<file path="config.mk">
export PLATFORM = sky130hd
export DESIGN_NAME = avr_angle_reduce
export DESIGN_NICKNAME = d
export VERILOG_FILES = /design/src/design/avr_pkg.sv /design/src/design/avr_angle_reduce.sv
export SDC_FILE = /design/constraint.sdc
export NUM_CORES = 1
export LEC_CHECK = 0
export BUFFER_PORTS_ARGS = -buffer_cell sky130_fd_sc_hd__buf_2
export CORE_UTILIZATION = 58
export CTS_BUF_LIST = sky130_fd_sc_hd__clkbuf_8
export DETAILED_ROUTE_END_ITERATION = 6
export PLACE_DENSITY_LB_ADDON = 0.12
export SYNTH_ARGS = -nofsm -noshare
export SYNTH_HDL_FRONTEND = slang
export SYNTH_SLANG_ARGS = --single-unit
export TNS_END_PERCENT = 1
</file>
<file path="constraint.sdc">
create_clock -name clk -period 6.85 [get_ports clk]
set_input_delay 1.0275 -clock clk [delete_from_list [all_inputs] [get_ports clk]]
set_output_delay 1.0275 -clock clk [all_outputs]
set_load 0.02 [all_outputs]
</file>
<file path="src/design/avr_pkg.sv">
`timescale 1ns / 1ps
// ----------------------------------------------------------------------------
// avr_pkg
// Types, constants and the arctangent table of the axis-angle rotation core.
// ----------------------------------------------------------------------------
package avr_pkg;

  localparam int CW       = 32;
  localparam int AW       = 16;
  localparam int ANG_W    = 24;
  localparam int NSTG     = 20;
  localparam int STG_W    = 5;
  localparam int XY_W     = 34;
  localparam int Z_W      = 25;
  localparam int TRIG_W   = 28;
  localparam int D16_W    = 36;
  localparam int C16_W    = 35;
  localparam int P_W      = 38;
  localparam int LAT      = NSTG + 5;
  localparam int DLY      = NSTG;

  localparam logic signed [XY_W-1:0] CORDIC_INIT = XY_W'(652032874);

  typedef struct packed {
    logic signed [XY_W-1:0] x;
    logic signed [XY_W-1:0] y;
    logic signed [Z_W-1:0]  z;
    logic                   flip;
  } cordic_t;

  typedef struct packed {
    logic signed [2:0][CW-1:0]    v;
    logic signed [2:0][C16_W-1:0] c16;
    logic signed [2:0][P_W-1:0]   p;
  } vec_t;

  function automatic logic signed [Z_W-1:0] atan_val(input logic [STG_W-1:0] i);
    logic signed [Z_W-1:0] t;
    case (i)
      5'd0:  t = Z_W'(2949120);
      5'd1:  t = Z_W'(1740967);
      5'd2:  t = Z_W'(919879);
      5'd3:  t = Z_W'(466945);
      5'd4:  t = Z_W'(234379);
      5'd5:  t = Z_W'(117304);
      5'd6:  t = Z_W'(58666);
      5'd7:  t = Z_W'(29335);
      5'd8:  t = Z_W'(14668);
      5'd9:  t = Z_W'(7334);
      5'd10: t = Z_W'(3667);
      5'd11: t = Z_W'(1833);
      5'd12: t = Z_W'(917);
      5'd13: t = Z_W'(458);
      5'd14: t = Z_W'(229);
      5'd15: t = Z_W'(115);
      5'd16: t = Z_W'(57);
      5'd17: t = Z_W'(29);
      5'd18: t = Z_W'(14);
      5'd19: t = Z_W'(7);
      default: t = '0;
    endcase
    return t;
  endfunction

endpackage

</file>
<file path="src/design/avr_angle_reduce.sv">
`timescale 1ns / 1ps
// ----------------------------------------------------------------------------
// avr_angle_reduce
// Two-stage reduction of the angle into [-90, +90] degrees, CORDIC seed.
// ----------------------------------------------------------------------------
module avr_angle_reduce
  import avr_pkg::*;
(
  input  logic                    clk,
  input  logic signed [ANG_W-1:0] angle,
  output cordic_t                 seed
);

  localparam logic [24:0] OFFSET = 25'd8478720;
  localparam logic [10:0] RECIP  = 11'd1457;

  logic [24:0] n;
  logic [7:0]  q;
  logic [24:0] n_next;
  logic [24:0] mq;
  logic signed [25:0] r_raw;
  logic signed [25:0] r;
  logic signed [25:0] rr;
  logic               flip_next;

  always_comb begin
    n_next = 25'($signed({angle[ANG_W-1], angle})) + OFFSET;
    mq     = 25'(n_next[24:11]) * 25'(RECIP);
  end

  always_ff @(posedge clk) begin
    n <= n_next;
    q <= mq[23:16];
  end

  always_comb begin
    r_raw = $signed({1'b0, n}) - $signed(26'(q) * 26'd92160);
    r     = (r_raw < 0) ? r_raw + 26'sd92160 : r_raw;
    flip_next = 1'b0;
    rr = r;
    if (r > 26'sd23040 && r <= 26'sd69120) begin
      rr = r - 26'sd46080;
      flip_next = 1'b1;
    end else if (r > 26'sd69120) begin
      rr = r - 26'sd92160;
    end
  end

  always_ff @(posedge clk) begin
    seed.x    <= CORDIC_INIT;
    seed.y    <= '0;
    seed.z    <= Z_W'(rr <<< 8);
    seed.flip <= flip_next;
  end

endmodule

</file>
==> flow_summary.toml <==
[timing]
report.final.slew_viol_count = 0
hold_viol = 0
finalSetupViolations = 0
timing.final.crit_share_pct = 93.16
fin_hold_ws_ps = 355.3
maxSlewHeadroom_pct = 56.21
max_freq_mhz = 156.7
min_period_ps = 6382
rsz0062_at_grt = "false"
fin_skew_ps = 6.714
tightest_slew_ps = 648.4
setup_slack_ps = 468.3
setup_tns_ps = 0

[final_layout]
area_growth_pct = 4.473
num_antenna_cells = 0
drive_gt1_share_pct = 10.91
fillers = 939
nets = 909
fin_area_mm2 = 0.006546
final_common_cell = "ha_1"
most-common-layout-cells = "ha_1 (120), inv_1 (91), conb_1 (76)"

[worst_setup_path]
setup.worst_path.end_class = "flop"
startpoint_type = "input port"
worstPathArrival_ps = 6580
cp.required_ps = 7050
crit_type = "input port to flop"
cp_max_fo = 5

[clocking]
postCtsSetupBuffers = 0
cts.sinks = 51
numCtsBuffers = 5
cts_tree = "done"
insertion_delay_ps = 310
cts_root_buf = "clkbuf_8"
cts.path.max_buffers = 2
cts_max_level = 2
cts.clk_slew.worst_paths_ps = 90

[detailed_routing]
drc = 0
wirelength_um = 11760
dr.pass1.iters = 4
vias = 4414
wire_per_inst_um = 13.82
drt_iter0_markers = 75
vias_per_cell = 5.187
ant_nets = 0

[global_routing]
grt-ovfl-total = 0
grt_pass1_vias = 4364
grt_pass1_wl_um = 19270
track_usage_pct = 21.65
antenna_found_initial = 0
grt_max_degree = 16

[floorplanning]
die_width_um = 105.9
die_y_um = 105.9
dieArea_mm2 = 0.01122
start_util_pct = 60.16
pin_count = 119
core_region_area_mm2 = 0.01042
rows = 37

[status]
status = "finished, final reports clean"

[logic_synthesis]
ys_warn_count = 0
synthAdderAreaFrac_pct = 39.62
synth_top_family_by_area = "adder cells"
synth_top_area_share_pct = 23.96
synth_area_leaders = "ha_1 (24%), dfxtp_1 (16%), fa_1 (16%)"
synth_seq_area_share_pct = 16.29
synth_edf_count = 0
synth_area_mm2 = 0.006266
synthMuxAreaShare_pct = 0.1597
avgSynthCellArea_um2 = 9.494
async_flop_share_pct = 0
synth_cell_types = 62
ys.flop_type = "dfxtp_1"
synthXorXnorAreaFrac_pct = 7.268
yosys.area_share.simple_pct = 9.165
synth_largest_area_cell = "ha_1"
synth_compound_area_share_pct = 12.50
synthCells = 660
ys_ff_latch = 51

[placement]
place_ws_ps = 52.79
dp_hpwl_um = 10370
postPlaceCellArea_mm2 = 0.006424
port_buffers = 42
place_congestion = 0.8970

[run]
max-cap-violations = 0

[hold_path]
hold_class = "flop to flop"
[registers in the layout, indices dropped and copies added (netlist names)]
| name | flops |
|---|---|
| n | 25 |
| q | 8 |
| seed | 18 |
[worst max-delay path, cell delays in order]
cell,delay (ps)
buf_2,110
inv_1,160
ha_1,220
inv_1,60
a21oi_2,210
nor2_1,110
xnor2_1,220
ha_1,330
fa_1,540
fa_1,520
fa_1,510
fa_1,500
ha_1,320
nor2b_1,130
o21ai_0,140
nand2b_1,70
a21oi_1,150
o31ai_1,130
a41o_1,300
o41a_1,350
a21oi_1,230
o21bai_1,100
xnor2_1,120
[kinds of logic (layout without fill, tap and decap cells)]
logic type / Yosys count / count (layout)
fa+ha+maj: 169 / 169
flops: 51 / 51
compound gates: 105 / 105
other cells: 2 / 76
buf+inv: 171 / 152
xor+xnor: 52 / 52
simple gates: 109 / 109
mux: 1 / 1
[layer usage]
layer,vias to the layer above,part of all wire [%],global-route usage [%],wire length [um]
met5,-,0,0,0
met4,0,1.9,5.754,219
met3,11,2.9,2.023,344
met2,101,52,41.97,6159
met1,2110,43,25.20,5035
li1,2192,-,-,-
[metrics by stage]
step                      std cells  util, %
after detailed placement        844    61.67
after global placement          844    61.67
after CTS                       851    62.69
after global routing            851    62.85
final                           851    62.85
after floorplan                 734        -
[repair_timing]
item | in CTS | in global routing
gates resized for setup | 0 | 4
hold buffers | 0 | 0
endpoints found under the setup margin | 0 | 7
[Yosys cell counts, types with 3 or more instances]
master and number:
or3_1 3, nand2_1 26, nand4_1 5, a21oi_1 24, a21o_1 11, fa_1 49
dfxtp_1 51, or2_2 3, o21bai_1 3, and2_1 3, o31a_1 3, nand2b_1 7
nand3_1 6, ha_1 120, inv_1 91, o211ai_1 4, nor3_1 7, o21ai_0 8
a31oi_1 4, and3_1 3, o21a_1 11, xor2_1 17, buf_4 76, o31ai_1 5
nor2_1 26, xnor2_1 35, o22ai_1 5, buf_2 4, nor4_1 5, nor2b_1 5
o311ai_1 3
[worst paths after layout]
check | endpoint | slack (ps) | cells after the start | startpoint
setup / recovery | q[7]$_DFF_P_ | 470 | 23 | angle[13]
hold / removal | seed[17]$_DFF_P_ | 360 | 0 | n[8]$_DFF_P_
setup reg to reg | seed[21]$_DFF_P_ | 580 | 32 | q[0]$_DFF_P_
hold reg to reg | seed[17]$_DFF_P_ | 360 | 0 | n[8]$_DFF_P_
[final cells by class]
cell class | count | area [um^2] | area share, %
tap | 136 | 170.2 | 2.599
clock buffer | 5 | 68.82 | 1.051
multi-input combinational | 512 | 4607 | 70.37
timing repair buffer | 54 | 300.3 | 4.587
clock inverter | 2 | 37.54 | 0.5734
inverter | 91 | 341.6 | 5.218
sequential | 51 | 1021 | 15.60
Power is not shown: default switching activity piles up to over one toggle a cycle in this logic, so the estimate is an artifact.
