### src/design/avr_pkg.sv
`timescale 1ns / 1ps
// ----------------------------------------------------------------------------
// avr_pkg
// Types, constants and the arctangent table of the axis-angle rotation core.
// ----------------------------------------------------------------------------
package avr_pkg;

  localparam int CW       = 32;
  localparam int AW       = 16;
  localparam int ANG_W    = 24;
  localparam int NSTG     = 20;
  localparam int STG_W    = 5;
  localparam int XY_W     = 34;
  localparam int Z_W      = 25;
  localparam int TRIG_W   = 28;
  localparam int D16_W    = 36;
  localparam int C16_W    = 35;
  localparam int P_W      = 38;
  localparam int LAT      = NSTG + 5;
  localparam int DLY      = NSTG;

  localparam logic signed [XY_W-1:0] CORDIC_INIT = XY_W'(652032874);

  typedef struct packed {
    logic signed [XY_W-1:0] x;
    logic signed [XY_W-1:0] y;
    logic signed [Z_W-1:0]  z;
    logic                   flip;
  } cordic_t;

  typedef struct packed {
    logic signed [2:0][CW-1:0]    v;
    logic signed [2:0][C16_W-1:0] c16;
    logic signed [2:0][P_W-1:0]   p;
  } vec_t;

  function automatic logic signed [Z_W-1:0] atan_val(input logic [STG_W-1:0] i);
    logic signed [Z_W-1:0] t;
    case (i)
      5'd0:  t = Z_W'(2949120);
      5'd1:  t = Z_W'(1740967);
      5'd2:  t = Z_W'(919879);
      5'd3:  t = Z_W'(466945);
      5'd4:  t = Z_W'(234379);
      5'd5:  t = Z_W'(117304);
      5'd6:  t = Z_W'(58666);
      5'd7:  t = Z_W'(29335);
      5'd8:  t = Z_W'(14668);
      5'd9:  t = Z_W'(7334);
      5'd10: t = Z_W'(3667);
      5'd11: t = Z_W'(1833);
      5'd12: t = Z_W'(917);
      5'd13: t = Z_W'(458);
      5'd14: t = Z_W'(229);
      5'd15: t = Z_W'(115);
      5'd16: t = Z_W'(57);
      5'd17: t = Z_W'(29);
      5'd18: t = Z_W'(14);
      5'd19: t = Z_W'(7);
      default: t = '0;
    endcase
    return t;
  endfunction

endpackage

### src/design/avr_cordic_cell.sv
`timescale 1ns / 1ps
// ----------------------------------------------------------------------------
// avr_cordic_cell
// One CORDIC rotation step; the stage index selects shift and arctangent.
// ----------------------------------------------------------------------------
module avr_cordic_cell
  import avr_pkg::*;
(
  input  logic             clk,
  input  logic [STG_W-1:0] stage,
  input  cordic_t          d,
  output cordic_t          q
);

  cordic_t q_next;
  logic signed [XY_W-1:0] dx;
  logic signed [XY_W-1:0] dy;

  always_comb begin
    dx = d.x >>> stage;
    dy = d.y >>> stage;
    q_next.flip = d.flip;
    if (!d.z[Z_W-1]) begin
      q_next.x = d.x - dy;
      q_next.y = d.y + dx;
      q_next.z = d.z - atan_val(stage);
    end else begin
      q_next.x = d.x + dy;
      q_next.y = d.y - dx;
      q_next.z = d.z + atan_val(stage);
    end
  end

  always_ff @(posedge clk) begin
    q <= q_next;
  end

endmodule

### config.mk
export PLATFORM = sky130hd
export DESIGN_NAME = avr_cordic_cell
export DESIGN_NICKNAME = d
export VERILOG_FILES = /design/src/design/avr_pkg.sv /design/src/design/avr_cordic_cell.sv
export SDC_FILE = /design/constraint.sdc
export NUM_CORES = 1
export LEC_CHECK = 0
export BUFFER_PORTS_ARGS = -buffer_cell sky130_fd_sc_hd__buf_2
export CORE_MARGIN = 3
export CORE_UTILIZATION = 40
export CTS_CLUSTER_DIAMETER = 60
export CTS_CLUSTER_SIZE = 16
export DETAILED_ROUTE_END_ITERATION = 8
export SKIP_LAST_GASP = 1
export SYNTH_ARGS = -nofsm -noshare
export SYNTH_HDL_FRONTEND = slang
export SYNTH_SLANG_ARGS = --single-unit
### constraint.sdc
create_clock -name clk -period 4.8 [get_ports clk]
set_clock_uncertainty 0.2 [all_clocks]
set_input_delay 0 -clock clk [delete_from_list [all_inputs] [get_ports clk]]
set_output_delay 0 -clock clk [all_outputs]
set_load 0.02 [all_outputs]
==> metrics.md <==
| Metric | Value |
|---|---|
| Status | finished, final reports clean |
| Post-synth top cells | a21oi_1 (134), nor2_1 (123), nand2_1 (112), ha_1 (99), dfxtp_1 (94) |
| PortBufs | 193 |
| Crit end category | flip-flop |
| Final-layout fill cell count | 2997 |
| Die span in y | 192.7 um |
| Gr ovfl total | 0 |
| Post-synth EDFFs | 0 |
| Root buf cell | clkbuf_16 |
| Max cap viols | 0 |
| Register area share after synthesis | 0.1349 |
| Seq pwr share | 0.193 |
| Post-synth net total | 1833 |
| Average size of a mapped cell | 8.550 um^2 |
| Clock-pin slew on the worst setup and hold paths | 0.07 ns |
| Largest registers in the final layout | q (94) |
| Max reg flops | 94 |
| Pre-antenna DRT Iters | 8 |
| Layout area overhead | 53.83% |
| CTS buffer count | 9 |
| Layout cells sized above 1 | 0.4526 |
| Switching share of power | 0.4345 |
| First-pass GRT wire length | 96150 um |
| Slew headroom | 0.4463 |
| Die area | 37140 um^2 |
| Initial antenna violation count | 1 |
| WL per Instance | 22.42 um |
| Maximum clock frequency | 0.2133 GHz |
| Final #Nets | 2643 |
| Dominant cell type by area after synthesis | dfxtp_1 |
| TritonCTS clock tree | yes |
| Synth top area cells | dfxtp_1 (13%), mux4_2 (13%), ha_1 (8.9%) |
| Vias per inst | 5.812 |
| Critical path type | primary input to flip-flop |
| Top-count cell post-synth | a21oi_1 |
| WP data arrival | 4.77 ns |
| Final Hold Vio Count | 0 |
| Worst path required time | 4.89 ns |
| Setup Viol. Count Final | 0 |
| Total Neg Setup Slack | 0 ns |
| Total Routing Usage GR | 0.3400 |
| Worst setup SP type | primary input |
| RSZ-0062 raised after global routing | yes |
| Worst-margin pin slew | 0.8289 ns |
| CP max stage delay | 0.50 ns |
| CTS Sinks | 94 |
| Post-route cell area | 21450 um^2 |
| Psw | 0.002739 W |
| Leakage power | 10.22 nW |
| Synthesis Warnings | 0 |
| Gp weighted congestion | 1.008 |
| Via Count | 16825 |
| Die width | 192.7 um |
| Slowest CP cell | mux4_2 |
| Internal | 0.003564 W |
| DP Area | 20010 um^2 |
| Min-Delay Path Class | primary input to flip-flop |
| Depth of the CTS H-tree | 3 |
| Initial drt markers | 1261 |
| Cell variety after synth | 96 |
| Post-synth top area share | 0.1349 |
| Max VDD drop | 0.0002931 V |
| Max Transition Viols Final | 0 |
| Core ar. | 33950 um^2 |
| Most used cell, CP | a21o_1 |
| Maximum clock insertion buffer count | 2 |
| Gate Count Post-Synth | 1631 |
| Clk pwr share | 0.121 |
| WL final | 64920 um |
| Fraction of registers with async set/reset | 0 |
| DRC | 0 |
| Predominant post-synthesis flop cell | dfxtp_1 |
| Largest net degree at the start of global routing | 65 |
| Power Dens Cells | 293.9 nW/um^2 |
| FP Rows | 67 |
| Starting Density | 0.4107 |
| Seq cells post-synth | 94 |
| Worst-path cell chain | buf_16 > buf_12 > mux4_2 > a222oi_1 > buf_4 > o22ai_2 > nor3_4 > nand4_1 > nor4b_4 > and2_4 > nor2_1 > xor2_1 > ha_1 > a21o_1 > a21o_1 > a21oi_2 > o2111ai_1 > o31ai_4 > buf_4 > a21oi_2 > a21o_1 > a2111o_1 > o311ai_1 |
| Routed Antenna Nets | 0 |
| Register bank with the most flops | q |
| CP startpoint | stage[0] |
| Fin crit period | 4.688 ns |
| Dpl hpwl | 52950 um |
| Comb pwr share | 0.686 |
| Period Utilization, post-route | 0.9767 |
| Vias in the first global route | 16455 |
| Crit path max fanout | 6 |
| Ports | 194 |
| Mapped Area | 13940 um^2 |
| End point of the critical path | q[58] |
-- cell type report --
| type | instances | area [um^2] | share of cell area |
|---|---|---|---|
| repair buffers | 893 | 6665 | 0.3107 |
| well taps | 448 | 560.5 | 0.02613 |
| flip-flops and latches | 94 | 1882 | 0.08773 |
| clock buffers | 9 | 225.2 | 0.01050 |
| diodes | 1 | 2.502 | 0.0001167 |
| inverters | 46 | 172.7 | 0.008049 |
| multi-input cells | 1397 | 11870 | 0.5533 |
| clock inverters | 7 | 73.82 | 0.003441 |
-- worst max-delay path: cells and delay by family --
kind / cells / cell delay [ns]
AOI/OAI and AO/OA: 11 / 2.13
xor gates and xnor gates: 1 / 0.17
adders and majority gates: 1 / 0.29
buffers and inverters: 4 / 0.61
muxes: 1 / 0.50
and+or+nand+nor: 5 / 1.05
-- power by group through the flow --
stage | clock [W] | combinational (W) | sequential (W)
finish | 0.000763 | 0.00433 | 0.00121
global route | 0.000810 | 0.00464 | 0.00125
CTS | 0.000785 | 0.00417 | 0.00122
detailed placement | 0 | 0.00408 | 0.00123
global placement | 0 | 0.00405 | 0.00122
floorplan | 0 | 0.00178 | 0.00168
-- how the worst min path moves through the flow --
stage | start | cells past startpoint | to
finish | d[64] | 5 | q[64]
global route | d[79] | 5 | q[79]
CTS | d[79] | 5 | q[79]
detailed placement | d[0] | 1 | q[0]
global placement | d[0] | 1 | q[0]
floorplan | d[0] | 0 | q[0]
-- placed cells by master, fill, tap and decap left out, drive strengths merged, types with 10 or more instances in the layout --
master	count
mux2i	69
o22ai	15
dlygate4sd3	40
nand2b	20
nor2	123
nand3	27
inv	46
nand4	11
nor2b	22
mux2	35
nand2	113
o21a	13
o21ai	72
a211oi	17
a211o	11
o211ai	11
a21o	58
and2	25
a31oi	23
mux4	83
clkbuf	12
and3	17
o31ai	10
buf	850
nor3	31
ha	99
or2	14
a22oi	11
or3	10
xnor2	89
o21bai	17
xor2	70
a21oi	134
a21boi	10
dfxtp	94
-- per-stage QoR --
stage	hold WS, ns	power, W	setup WS (ns)	std cells	util
6_report	0.03342	0.006304	0.1117	2895	0.6318
4_1_cts	0.001221	0.006176	0.002095	2875	0.6149
3_5_place_dp	-0.08916	0.005307	-0.6910	2813	0.5895
2_1_floorplan	-0.1723	0.003457	-0.1657	1631	-
5_1_grt	0.04194	0.006699	-0.08143	2894	0.6317
3_3_place_gp	-0.09634	0.005272	-0.7608	2813	0.5895
-- metal layers --
metal,part of all wire,GRT usage
met1,0.43,0.4424
met2,0.47,0.5756
met3,0.069,0.05286
met4,0.035,0.1115
met5,0,0
-- what timing repair did --
item                       CTS  global route
setup endpoints to repair   23            39
cloned                       0             3
hold buffers                40             0
setup buffers                6            17
gates resized for setup     24            92
hold endpoints to repair    37             0
pin swaps                    9            52
-- kinds of logic (layout without fill, tap and decap cells) --
group | Yosys count | count (layout) | synth area share
multiplexers | 187 | 187 | 0.2127
flip-flops | 94 | 94 | 0.1349
adder cells (fa/ha/maj) | 102 | 102 | 0.09314
AND/OR/NAND/NOR | 449 | 449 | 0.1649
other | 0 | 1 | 0
XOR/XNOR | 159 | 159 | 0.09987
buffers and inverters | 140 | 955 | 0.05007
AO/OA/AOI/OAI | 500 | 500 | 0.2444
Note: power is estimated with default switching activity, not from simulation.
